--- src/fpp_pkg.sv ---
// Shared constants for the first-pivot partition block.
package fpp_pkg;

	localparam int PIDX_W = 6;

endpackage

--- src/fpp_if.sv ---
// Valid/ready channel interfaces for the element input and the result output.
interface fpp_in_if import fpp_pkg::*; #(
	parameter int DATA_WIDTH = 32
);
	logic                         valid;
	logic                         ready;
	logic signed [DATA_WIDTH-1:0] value;
	logic                         last_in;

	modport source (output valid, output value, output last_in, input ready);
	modport sink   (input valid, input value, input last_in, output ready);
endinterface

interface fpp_out_if import fpp_pkg::*; #(
	parameter int DATA_WIDTH = 32
);
	logic                         valid;
	logic                         ready;
	logic signed [DATA_WIDTH-1:0] result_value;
	logic        [PIDX_W-1:0]     pivot_index;
	logic                         dropped;
	logic                         last_out;

	modport source (output valid, output result_value, output pivot_index,
		output dropped, output last_out, input ready);
	modport sink   (input valid, input result_value, input pivot_index,
		input dropped, input last_out, output ready);
endinterface

--- src/first_pivot_partition.sv ---
// Top level: store a set, partition it around its first element, emit it in order.
//
//   channel  dir  payload                                         transfer
//   din      in   value, last_in                                  din.valid & din.ready
//   dout     out  result_value, pivot_index, dropped, last_out    dout.valid & dout.ready
//
// Loading accepts one element per cycle; din is ready only while loading.
// Partitioning steps the single read port of the element memory: each pass of the
// two scans steps both pointers, reads elements while each scan continues, decides,
// then makes two writes for a swap or for placing the pivot.
// Emission reads each element from memory, then offers it on dout until transferred.
// A stalled dout holds the result and the sequencer; din stays low until the
// last element of the set has been transferred. Reset clears all control state.
module first_pivot_partition import fpp_pkg::*; #(
	parameter int MAX_LEN    = 64,
	parameter int DATA_WIDTH = 32
) (
	input  logic         clk,
	input  logic         arst_n,
	fpp_in_if.sink       din,
	fpp_out_if.source    dout
);

	localparam int ADDR_W = (MAX_LEN > 1) ? $clog2(MAX_LEN) : 1;
	localparam int CNT_W  = $clog2(MAX_LEN + 1);
	localparam logic [CNT_W-1:0] LEN_MAX = CNT_W'(MAX_LEN);

	typedef enum logic [3:0] {
		LOAD, I_STEP, I_CHK, J_STEP, J_CHK, DECIDE,
		SWAP_I, SWAP_J, FIN_Z, FIN_J, EMIT, HOLD
	} state_t;

	state_t state_q;

	logic signed [DATA_WIDTH-1:0] mem [MAX_LEN];
	logic signed [DATA_WIDTH-1:0] rd_q;
	logic signed [DATA_WIDTH-1:0] piv_q;
	logic signed [DATA_WIDTH-1:0] vi_q;
	logic signed [DATA_WIDTH-1:0] vj_q;

	logic [CNT_W-1:0]  cnt_q;
	logic [CNT_W-1:0]  i_q;
	logic [CNT_W-1:0]  j_q;
	logic [ADDR_W-1:0] k_q;
	logic              ovf_q;
	logic              ovalid_q;

	logic [CNT_W-1:0]  i_nxt;
	logic [CNT_W-1:0]  j_nxt;
	logic [CNT_W-1:0]  n_load;
	logic              has_room;
	logic              emit_last;

	logic                         rd_en;
	logic [ADDR_W-1:0]            rd_addr;
	logic                         wr_en;
	logic [ADDR_W-1:0]            wr_addr;
	logic signed [DATA_WIDTH-1:0] wr_data;

	assign i_nxt     = i_q + CNT_W'(1);
	assign j_nxt     = j_q - CNT_W'(1);
	assign has_room  = (cnt_q < LEN_MAX);
	assign n_load    = has_room ? cnt_q + CNT_W'(1) : cnt_q;
	assign emit_last = ((CNT_W'(k_q) + CNT_W'(1)) == cnt_q);

	assign din.ready         = (state_q == LOAD);
	assign dout.valid        = ovalid_q;
	assign dout.result_value = rd_q;
	assign dout.pivot_index  = PIDX_W'(j_q);
	assign dout.dropped      = ovf_q;
	assign dout.last_out     = emit_last;

	always_comb begin
		rd_en   = 1'b0;
		rd_addr = '0;
		wr_en   = 1'b0;
		wr_addr = '0;
		wr_data = din.value;
		case (state_q)
			LOAD: begin
				wr_en   = din.valid && has_room;
				wr_addr = cnt_q[ADDR_W-1:0];
			end
			I_STEP: begin
				rd_en   = (i_nxt < cnt_q);
				rd_addr = i_nxt[ADDR_W-1:0];
			end
			I_CHK: begin
				rd_en   = (rd_q <= piv_q) && (i_nxt < cnt_q);
				rd_addr = i_nxt[ADDR_W-1:0];
			end
			J_STEP: begin
				rd_en   = (j_nxt != '0);
				rd_addr = j_nxt[ADDR_W-1:0];
			end
			J_CHK: begin
				rd_en   = (rd_q > piv_q) && (j_nxt != '0);
				rd_addr = j_nxt[ADDR_W-1:0];
			end
			SWAP_I: begin
				wr_en   = 1'b1;
				wr_addr = i_q[ADDR_W-1:0];
				wr_data = vj_q;
			end
			SWAP_J: begin
				wr_en   = 1'b1;
				wr_addr = j_q[ADDR_W-1:0];
				wr_data = vi_q;
			end
			FIN_Z: begin
				wr_en   = 1'b1;
				wr_addr = '0;
				wr_data = vj_q;
			end
			FIN_J: begin
				wr_en   = 1'b1;
				wr_addr = j_q[ADDR_W-1:0];
				wr_data = piv_q;
			end
			EMIT: begin
				rd_en   = 1'b1;
				rd_addr = k_q;
			end
			default: begin
				rd_en = 1'b0;
			end
		endcase
	end

	always_ff @(posedge clk) begin
		if (wr_en) begin
			mem[wr_addr] <= wr_data;
		end
		if (rd_en) begin
			rd_q <= mem[rd_addr];
		end
	end

	// hold pivot and the two swap candidates
	always_ff @(posedge clk) begin
		if (state_q == LOAD && din.valid && cnt_q == '0) begin
			piv_q <= din.value;
		end
		if (state_q == I_CHK && !(rd_q <= piv_q)) begin
			vi_q <= rd_q;
		end
		if (state_q == J_CHK && !(rd_q > piv_q)) begin
			vj_q <= rd_q;
		end
	end

	always_ff @(posedge clk or negedge arst_n) begin
		if (!arst_n) begin
			state_q  <= LOAD;
			cnt_q    <= '0;
			i_q      <= '0;
			j_q      <= '0;
			k_q      <= '0;
			ovf_q    <= 1'b0;
			ovalid_q <= 1'b0;
		end else begin
			case (state_q)
				LOAD: begin
					if (din.valid) begin
						cnt_q <= n_load;
						if (!has_room) begin
							ovf_q <= 1'b1;
						end
						if (din.last_in) begin
							i_q     <= '0;
							j_q     <= n_load;
							state_q <= I_STEP;
						end
					end
				end
				I_STEP: begin
					i_q     <= i_nxt;
					state_q <= (i_nxt < cnt_q) ? I_CHK : J_STEP;
				end
				I_CHK: begin
					if (rd_q <= piv_q) begin
						i_q     <= i_nxt;
						state_q <= (i_nxt < cnt_q) ? I_CHK : J_STEP;
					end else begin
						state_q <= J_STEP;
					end
				end
				J_STEP: begin
					j_q     <= j_nxt;
					state_q <= (j_nxt != '0) ? J_CHK : DECIDE;
				end
				J_CHK: begin
					if (rd_q > piv_q) begin
						j_q     <= j_nxt;
						state_q <= (j_nxt != '0) ? J_CHK : DECIDE;
					end else begin
						state_q <= DECIDE;
					end
				end
				DECIDE: begin
					state_q <= (i_q < j_q) ? SWAP_I : FIN_Z;
				end
				SWAP_I: begin
					state_q <= SWAP_J;
				end
				SWAP_J: begin
					state_q <= I_STEP;
				end
				FIN_Z: begin
					state_q <= FIN_J;
				end
				FIN_J: begin
					k_q     <= '0;
					state_q <= EMIT;
				end
				EMIT: begin
					ovalid_q <= 1'b1;
					state_q  <= HOLD;
				end
				HOLD: begin
					if (dout.ready) begin
						ovalid_q <= 1'b0;
						if (emit_last) begin
							cnt_q   <= '0;
							i_q     <= '0;
							j_q     <= '0;
							ovf_q   <= 1'b0;
							state_q <= LOAD;
						end else begin
							k_q     <= k_q + ADDR_W'(1);
							state_q <= EMIT;
						end
					end
				end
				default: begin
					state_q <= LOAD;
				end
			endcase
		end
	end

endmodule

--- src/flat_wrapper.sv ---
// flat-port wrapper written by rule: the top's interface ports become plain ports
module first_pivot_partition_flat import fpp_pkg::*;
#(
	parameter int MAX_LEN    = 64,
	parameter int DATA_WIDTH = 32
)
  (clk, arst_n, din_valid, din_value, din_last_in, din_ready, dout_valid, dout_result_value, dout_pivot_index, dout_dropped, dout_last_out, dout_ready);
  fpp_in_if #(.DATA_WIDTH(DATA_WIDTH)) din_i ();
  fpp_out_if #(.DATA_WIDTH(DATA_WIDTH)) dout_i ();
  input  logic clk;
  input  logic arst_n;
  input wire logic [$bits(din_i.valid)-1:0] din_valid;
  input wire logic [$bits(din_i.value)-1:0] din_value;
  input wire logic [$bits(din_i.last_in)-1:0] din_last_in;
  output wire logic [$bits(din_i.ready)-1:0] din_ready;
  output wire logic [$bits(dout_i.valid)-1:0] dout_valid;
  output wire logic [$bits(dout_i.result_value)-1:0] dout_result_value;
  output wire logic [$bits(dout_i.pivot_index)-1:0] dout_pivot_index;
  output wire logic [$bits(dout_i.dropped)-1:0] dout_dropped;
  output wire logic [$bits(dout_i.last_out)-1:0] dout_last_out;
  input wire logic [$bits(dout_i.ready)-1:0] dout_ready;
  assign din_i.valid = din_valid;
  assign din_i.value = din_value;
  assign din_i.last_in = din_last_in;
  assign din_ready = din_i.ready;
  assign dout_valid = dout_i.valid;
  assign dout_result_value = dout_i.result_value;
  assign dout_pivot_index = dout_i.pivot_index;
  assign dout_dropped = dout_i.dropped;
  assign dout_last_out = dout_i.last_out;
  assign dout_i.ready = dout_ready;
  first_pivot_partition #(.MAX_LEN(MAX_LEN), .DATA_WIDTH(DATA_WIDTH)) u_core (.clk(clk), .arst_n(arst_n), .din(din_i), .dout(dout_i));
endmodule
--- config.mk ---
export PLATFORM = sky130hd
export DESIGN_NAME = first_pivot_partition_flat
export DESIGN_NICKNAME = d
export VERILOG_FILES = /design/src/fpp_pkg.sv /design/src/fpp_if.sv /design/src/first_pivot_partition.sv /design/src/flat_wrapper.sv
export SDC_FILE = /design/constraint.sdc
export NUM_CORES = 2
export LEC_CHECK = 0
export ABC_CLOCK_PERIOD_IN_PS = 8400
export BUFFER_PORTS_ARGS = -buffer_cell sky130_fd_sc_hd__buf_4
export CORE_MARGIN = 4
export CORE_UTILIZATION = 45
export CTS_BUF_LIST = sky130_fd_sc_hd__clkbuf_2
export DETAILED_ROUTE_END_ITERATION = 16
export HOLD_SLACK_MARGIN = 0.05
export PLACE_DENSITY_LB_ADDON = 0.2
export SYNTH_ARGS = -nofsm -noshare
export SYNTH_HDL_FRONTEND = slang
export SYNTH_SLANG_ARGS = --single-unit
--- constraint.sdc ---
create_clock -name clk -period 8.4 [get_ports clk]
set_clock_uncertainty 0.05 [all_clocks]
set_input_delay 1.68 -clock clk [delete_from_list [all_inputs] [get_ports clk]]
set_output_delay 1.68 -clock clk [all_outputs]
set_load 0.005 [all_outputs]
Word level (Yosys, flattened, before mapping)

Memories as Yosys holds them, arrays and structs flattened. A register that Yosys moved wholly into a read port is not among the register bits.
Cells that the tools add are included.

$add $sub $neg: 5
Magnitude comparators: 5
Equal/unequal tests: 20
Muxes and demuxes: 40
Reductions and logical operators: 29

Operator list:

| cell                | count |
|---|---|
| $pmux 32 s3         | 1 |
| $mux 7              | 10 |
| $pmux 7 s4          | 2 |
| $pmux 4 s12         | 1 |
| $pmux 6 s3          | 2 |
| $gt 32x32->1        | 1 |
| $le 32x32->1        | 1 |
| $mux 4              | 7 |
| $eq 4x3->1 const B  | 4 |
| $eq 4x4->1 const B  | 4 |
| $add 7x1->7 const B | 2 |
| $lt 7x7->1          | 2 |
| $pmux 7 s2          | 1 |
| $mux 6              | 2 |
| $ne 2x2->1 const B  | 6 |
| $pmux 6 s2          | 1 |
| $reduce_and 6->1    | 2 |
| $mux 1              | 9 |
| $eq 4x2->1 const B  | 2 |
| $reduce_bool 4->1   | 2 |
| $reduce_or 2->1     | 4 |
| $add 6x1->7 const B | 1 |
| $eq 7x7->1          | 1 |
| $logic_and 1x1->1   | 7 |
| 17 further kinds    | 24 |

Register bits after elaboration: 129
Memory bits (writable): 2,048
Bits of input ports: 37
Output and inout bits: 42
Memories kept: 1

Memories:

| name       | words | bits a word | rd ports | clocked after memory_dff | wr ports | RTL line                    | RTL |
|---|---|---|---|---|---|---|---|
| u_core.mem | 64    | 32          | 1        | 1                        | 1        | first_pivot_partition.sv:35 | `logic signed [DATA_WIDTH-1:0] mem [MAX_LEN];` |

Longest topological paths before layout

Depth in word-level cells: 5
Gate-level depth with buffers: 15
Mapped depth without buffers: 11

Worst setup path after synthesis

OpenSTA, ideal clock, no wires.

Path type: input-to-reg
From: in din_valid
To: mem u_core.mem[47][0] (enable)
Library setup time: 461 ps
Arrival: 4,640 ps
Data required time: 7,889 ps
Slack: 3,249 ps
Stages: 6
Cell sequence: nand2_1 > nor2_1 > nor3b_1 > nor2_1 > nand2_1 > nor3_1

Longest elaborated chain between the ends: 4

Ends and longest elaborated chain:

| item                         | RTL line                     | RTL |
|---|---|---|
| start: declaration           | flat_wrapper.sv:12           | `input wire logic [$bits(din_i.valid)-1:0] din_valid;` |
| $logic_and 1x1->1            | first_pivot_partition.sv:81  | `wr_en = din.valid && has_room;` |
| $pmux 1 s2                   | first_pivot_partition.sv:79  | `case (state_q)` |
| $mux 1                       | first_pivot_partition.sv:131 | `if (wr_en) begin` |
| $mux 1 (implied by the code) | first_pivot_partition.sv:132 | `mem[wr_addr] <= wr_data;` |
| end: declaration             | first_pivot_partition.sv:35  |  |

No other way between the ends.

Worst setup path after layout

From: reg u_core.state_q[0]
To: reg u_core.rd_q[23], in the netlist u_core.dout.result_value[23] (read register of u_core.mem), data pin

Longest elaborated chain between the ends: 3
Elaborated cells between the ends (all ways): 9

Ends and longest elaborated chain:

| item                               | RTL line                     | RTL |
|---|---|---|
| start: declaration                 | first_pivot_partition.sv:33  | `state_t state_q;` |
| start signal: assignment           | first_pivot_partition.sv:178 | `state_q <= (i_nxt < cnt_q) ? I_CHK : J_STEP;` |
| start signal: assignment           | first_pivot_partition.sv:183 | `state_q <= (i_nxt < cnt_q) ? I_CHK : J_STEP;` |
| start signal: assignment           | first_pivot_partition.sv:190 | `state_q <= (j_nxt != '0) ? J_CHK : DECIDE;` |
| $eq 4x2->1 (tied with other cells) | first_pivot_partition.sv:79  |  |
| $reduce_or 2->1 (no source line)   | --                           |  |
| $pmux 6 s3                         | first_pivot_partition.sv:79  |  |
| end: declaration                   | first_pivot_partition.sv:36  | `logic signed [DATA_WIDTH-1:0] rd_q;` |

Several ways; a longest one is shown, not always the timed one.
A chain may end at the register's enable or synchronous reset.

==> impl_metrics.env <==
export IMPL_dpl_hpwl_um=156000
export IMPL_setup_ws_ns=2.23
export IMPL_syn2layout_area_growth_pct=10.6
export IMPL_cts_inserted_buffers=575
export IMPL_ys_seq_elements=2209
export IMPL_dieArea_um2=206000
export IMPL_rr_endpoint="u_core.dout.result_value[23]"
export IMPL_cts_root_buf="clkbuf_2"
export IMPL_ant_nets=0
export IMPL_synth_edf_count=2176
export IMPL_crit_family="simple AND/OR/NAND/NOR gates"
export IMPL_yosysUniqueCellTypes=83
export IMPL_cts_htree_levels=6
export IMPL_setup_violations=0
export IMPL_post_synth_main_area_contributors="edfxtp_1 (73%), nand2_1 (6.8%), a21oi_1 (2.2%), nand3_1 (2.0%), mux2i_1 (1.8%)"
export IMPL_async_reset_ff_frac=0.0149
export IMPL_syn_avg_cell_area_um2=13.8
export IMPL_postCtsSetupBuffers=0
export IMPL_worstPathRequired_ns=9.89
export IMPL_critPathLaunchType="register"
export IMPL_rows=163
export IMPL_r2r_cells=10
export IMPL_yosys_cell_count_top_type="edfxtp_1"
export IMPL_syn_num_nets=6589
export IMPL_layout_min_cycle_time_ns=6.17
export IMPL_cp_buffers_inverters=1
export IMPL_cp_cell_sequence="and4bb_4 > a32oi_4 > nand2_4 > nand2_4 > buf_4 > a21oi_1 > nor3_1 > o21ai_0 > a31oi_1 > a31oi_1"
export IMPL_clk_pin_slew_ns=0.11
export IMPL_layout_cells_non_filler=9976
export IMPL_worstHoldPathCells=5
export IMPL_maxCapViolCount=1
export IMPL_cp_num_cells=10
export IMPL_nets=7059
export IMPL_leakagePower_nw=34.6
export IMPL_status="complete, but fails checks"
export IMPL_synth_area_um2=89700
export IMPL_io_buffers=78
export IMPL_via_count=59800
export IMPL_grt_first_pass_wirelength_um=412000
export IMPL_end_kind="register"
export IMPL_min_to="u_core.state_q[0]"
export IMPL_crit_arrival_ns=7.66
export IMPL_violations="max-capacitance violations, max-slew violations"
export IMPL_peakVddDrop_v=0.000611
export IMPL_synthAdderAreaFrac=0.00698
export IMPL_die_h_um=454
export IMPL_crit_slowest_cell="a31oi_1"
export IMPL_drive_gt1_frac=0.182
export IMPL_reg2reg_from="u_core.state_q[0]"
export IMPL_dp_cells=8998
export IMPL_max_stage_delay_ns=0.99
export IMPL_clock_sinks=2209
export IMPL_gp_congestion=0.861
export IMPL_hold_viol=0
export IMPL_yosys_area_top_type="edfxtp_1"
export IMPL_tritoncts="done"
export IMPL_syn_instance_count=6502
export IMPL_rsz0062_at_grt="no"
export IMPL_power_mw=43.4
export IMPL_critPathKind="register to register"
export IMPL_die_w_um=454
export IMPL_crit_fanout=49
export IMPL_clock_latency_ns=1.89
export IMPL_viasPerCell=5.99
export IMPL_drtIter0Drc=8192
export IMPL_start_util=0.453
export IMPL_hp_start="din_last_in"
export IMPL_maxSlewViolCount=2
export IMPL_hold_class="input port to register"
export IMPL_coreArea_um2=198000
export IMPL_synth_compound_area_frac=0.0755
export IMPL_postCtsHoldBufs=37
export IMPL_setup_tns_ns=0
export IMPL_synth_xor_xnor_area_share=0.00271
export IMPL_synth_mux_area_frac=0.0334
export IMPL_drc=0
export IMPL_r2r_slack_ns=2.23
export IMPL_hold_slack_ns=0.359
export IMPL_synth_top_family_by_area="simple AND/OR/NAND/NOR gates"
export IMPL_synth_top_area_share=0.729
export IMPL_antenna_found_initial=18
export IMPL_maxClockFrequency_mhz=162
export IMPL_ios=79
export IMPL_powerDensity_nw_per_um2=437
export IMPL_grtUsageTotal=0.277
export IMPL_dpl_worst_slack_ns=2.25
export IMPL_first_pass_iters=6
export IMPL_slew_headroom=-0.0295
export IMPL_grt_ovfl_total=0
export IMPL_synthFlopType="edfxtp_1"
export IMPL_drt_total_wl_um=290000
export IMPL_grt_pass1_vias=57400
export IMPL_wl_per_cell_um=29.1
export IMPL_grt_max_degree=160
export IMPL_synth_seq_area_share=0.738
export IMPL_synth_simple_area_share=0.117
export IMPL_ctsResizeCount=0
export IMPL_ys_warn_count=0
export IMPL_synth_commonest_cells="edfxtp_1 (2,176), nand2_1 (1,622), a21oi_1 (398)"
export IMPL_fin_crit_sh=0.735
export IMPL_worst_slew_pin_transition_ns=1.53
export IMPL_clockBufferDepth=4
layout make-up:
cell class,count,area (µm²)
Sequential cell,2209,66200
Clock inverter,106,569
Inverter,55,206
Antenna cell,16,40.0
Fill cell,17200,98700
Multi-Input combinational cell,3820,22100
Timing Repair Buffer,311,2630
Tap cell,2640,3300
Clock buffer,819,4100
sequential cells by signal (all words and copies together), names as in the netlist:
register and count:
u_core.cnt_q 7, u_core.dout.dropped 1, u_core.dout.result_value 32, u_core.dout.valid 1, u_core.i_q 7, u_core.j_q 7, u_core.k_q 6, u_core.mem 2048
u_core.piv_q 32, u_core.state_q 4, u_core.vi_q 32, u_core.vj_q 32
worst reg2reg max path: stages (launching register included):
cell and delay, ns:
dfrtp_1 0.97, and4bb_4 0.36, a32oi_4 0.68, nand2_4 0.66, nand2_4 0.97, buf_4 0.42
a21oi_1 0.08, nor3_1 0.27, o21ai_0 0.14, a31oi_1 0.99, a31oi_1 0.32
worst max-delay path by stage:
| stage | endpoint | slack, ns | from |
|---|---|---|---|
| floorplan | u_core.mem[47][0] | 3.25 | din_valid |
| global placement | u_core.dout.result_value[12] | 1.96 | u_core.state_q[0] |
| detailed placement | u_core.dout.result_value[30] | 2.25 | u_core.state_q[0] |
| CTS | u_core.dout.result_value[30] | 2.31 | u_core.state_q[0] |
| global route | u_core.dout.result_value[30] | 1.94 | u_core.state_q[0] |
| finish | u_core.dout.result_value[23] | 2.23 | u_core.state_q[0] |
through the flow:
step                      instance area [µm²]   util
final                                   99200  0.501
after global routing                    99100  0.501
after CTS                               99100  0.501
after detailed placement                94100  0.476
after global placement                  94100  0.475
after floorplan                         89700      -
layout by cell type (no fill, tap or decap), types with 73 or more instances in the layout:
master    count
buf_4       258
nor2_1       90
clkinv_1     81
and3_1      125
edfxtp_1   2176
a21oi_1     367
mux2i_1     160
nand3_1     362
o21ai_0     129
a22oi_1      73
clkbuf_2    819
nor3_1      100
a31oi_1      93
nand2_1    1619
kinds of logic after synthesis:
| family | after synthesis |
|---|---|
| muxes | 226 |
| xor gates and xnor gates | 24 |
| AOI/OAI and AO/OA | 1055 |
| and+or+nand+nor | 2465 |
| buffers and inverters | 473 |
| adders and majority gates | 50 |
| DFF | 2209 |
report_power, final:
group	internal [mW]	switching, mW
registers	15.0	0.535
clock network	2.75	4.29
logic	5.36	15.4
total	23.1	20.2
routing by layer:
metal | share of wire | vias to the layer above | GRT usage
met5 | 0.00012 | - | 0
met4 | 0.039 | 4 | 0.114
met3 | 0.12 | 558 | 0.0697
met2 | 0.45 | 3696 | 0.420
met1 | 0.39 | 29900 | 0.385
li1 | - | 25600 | -
Note: power is estimated with default switching activity, not from simulation.
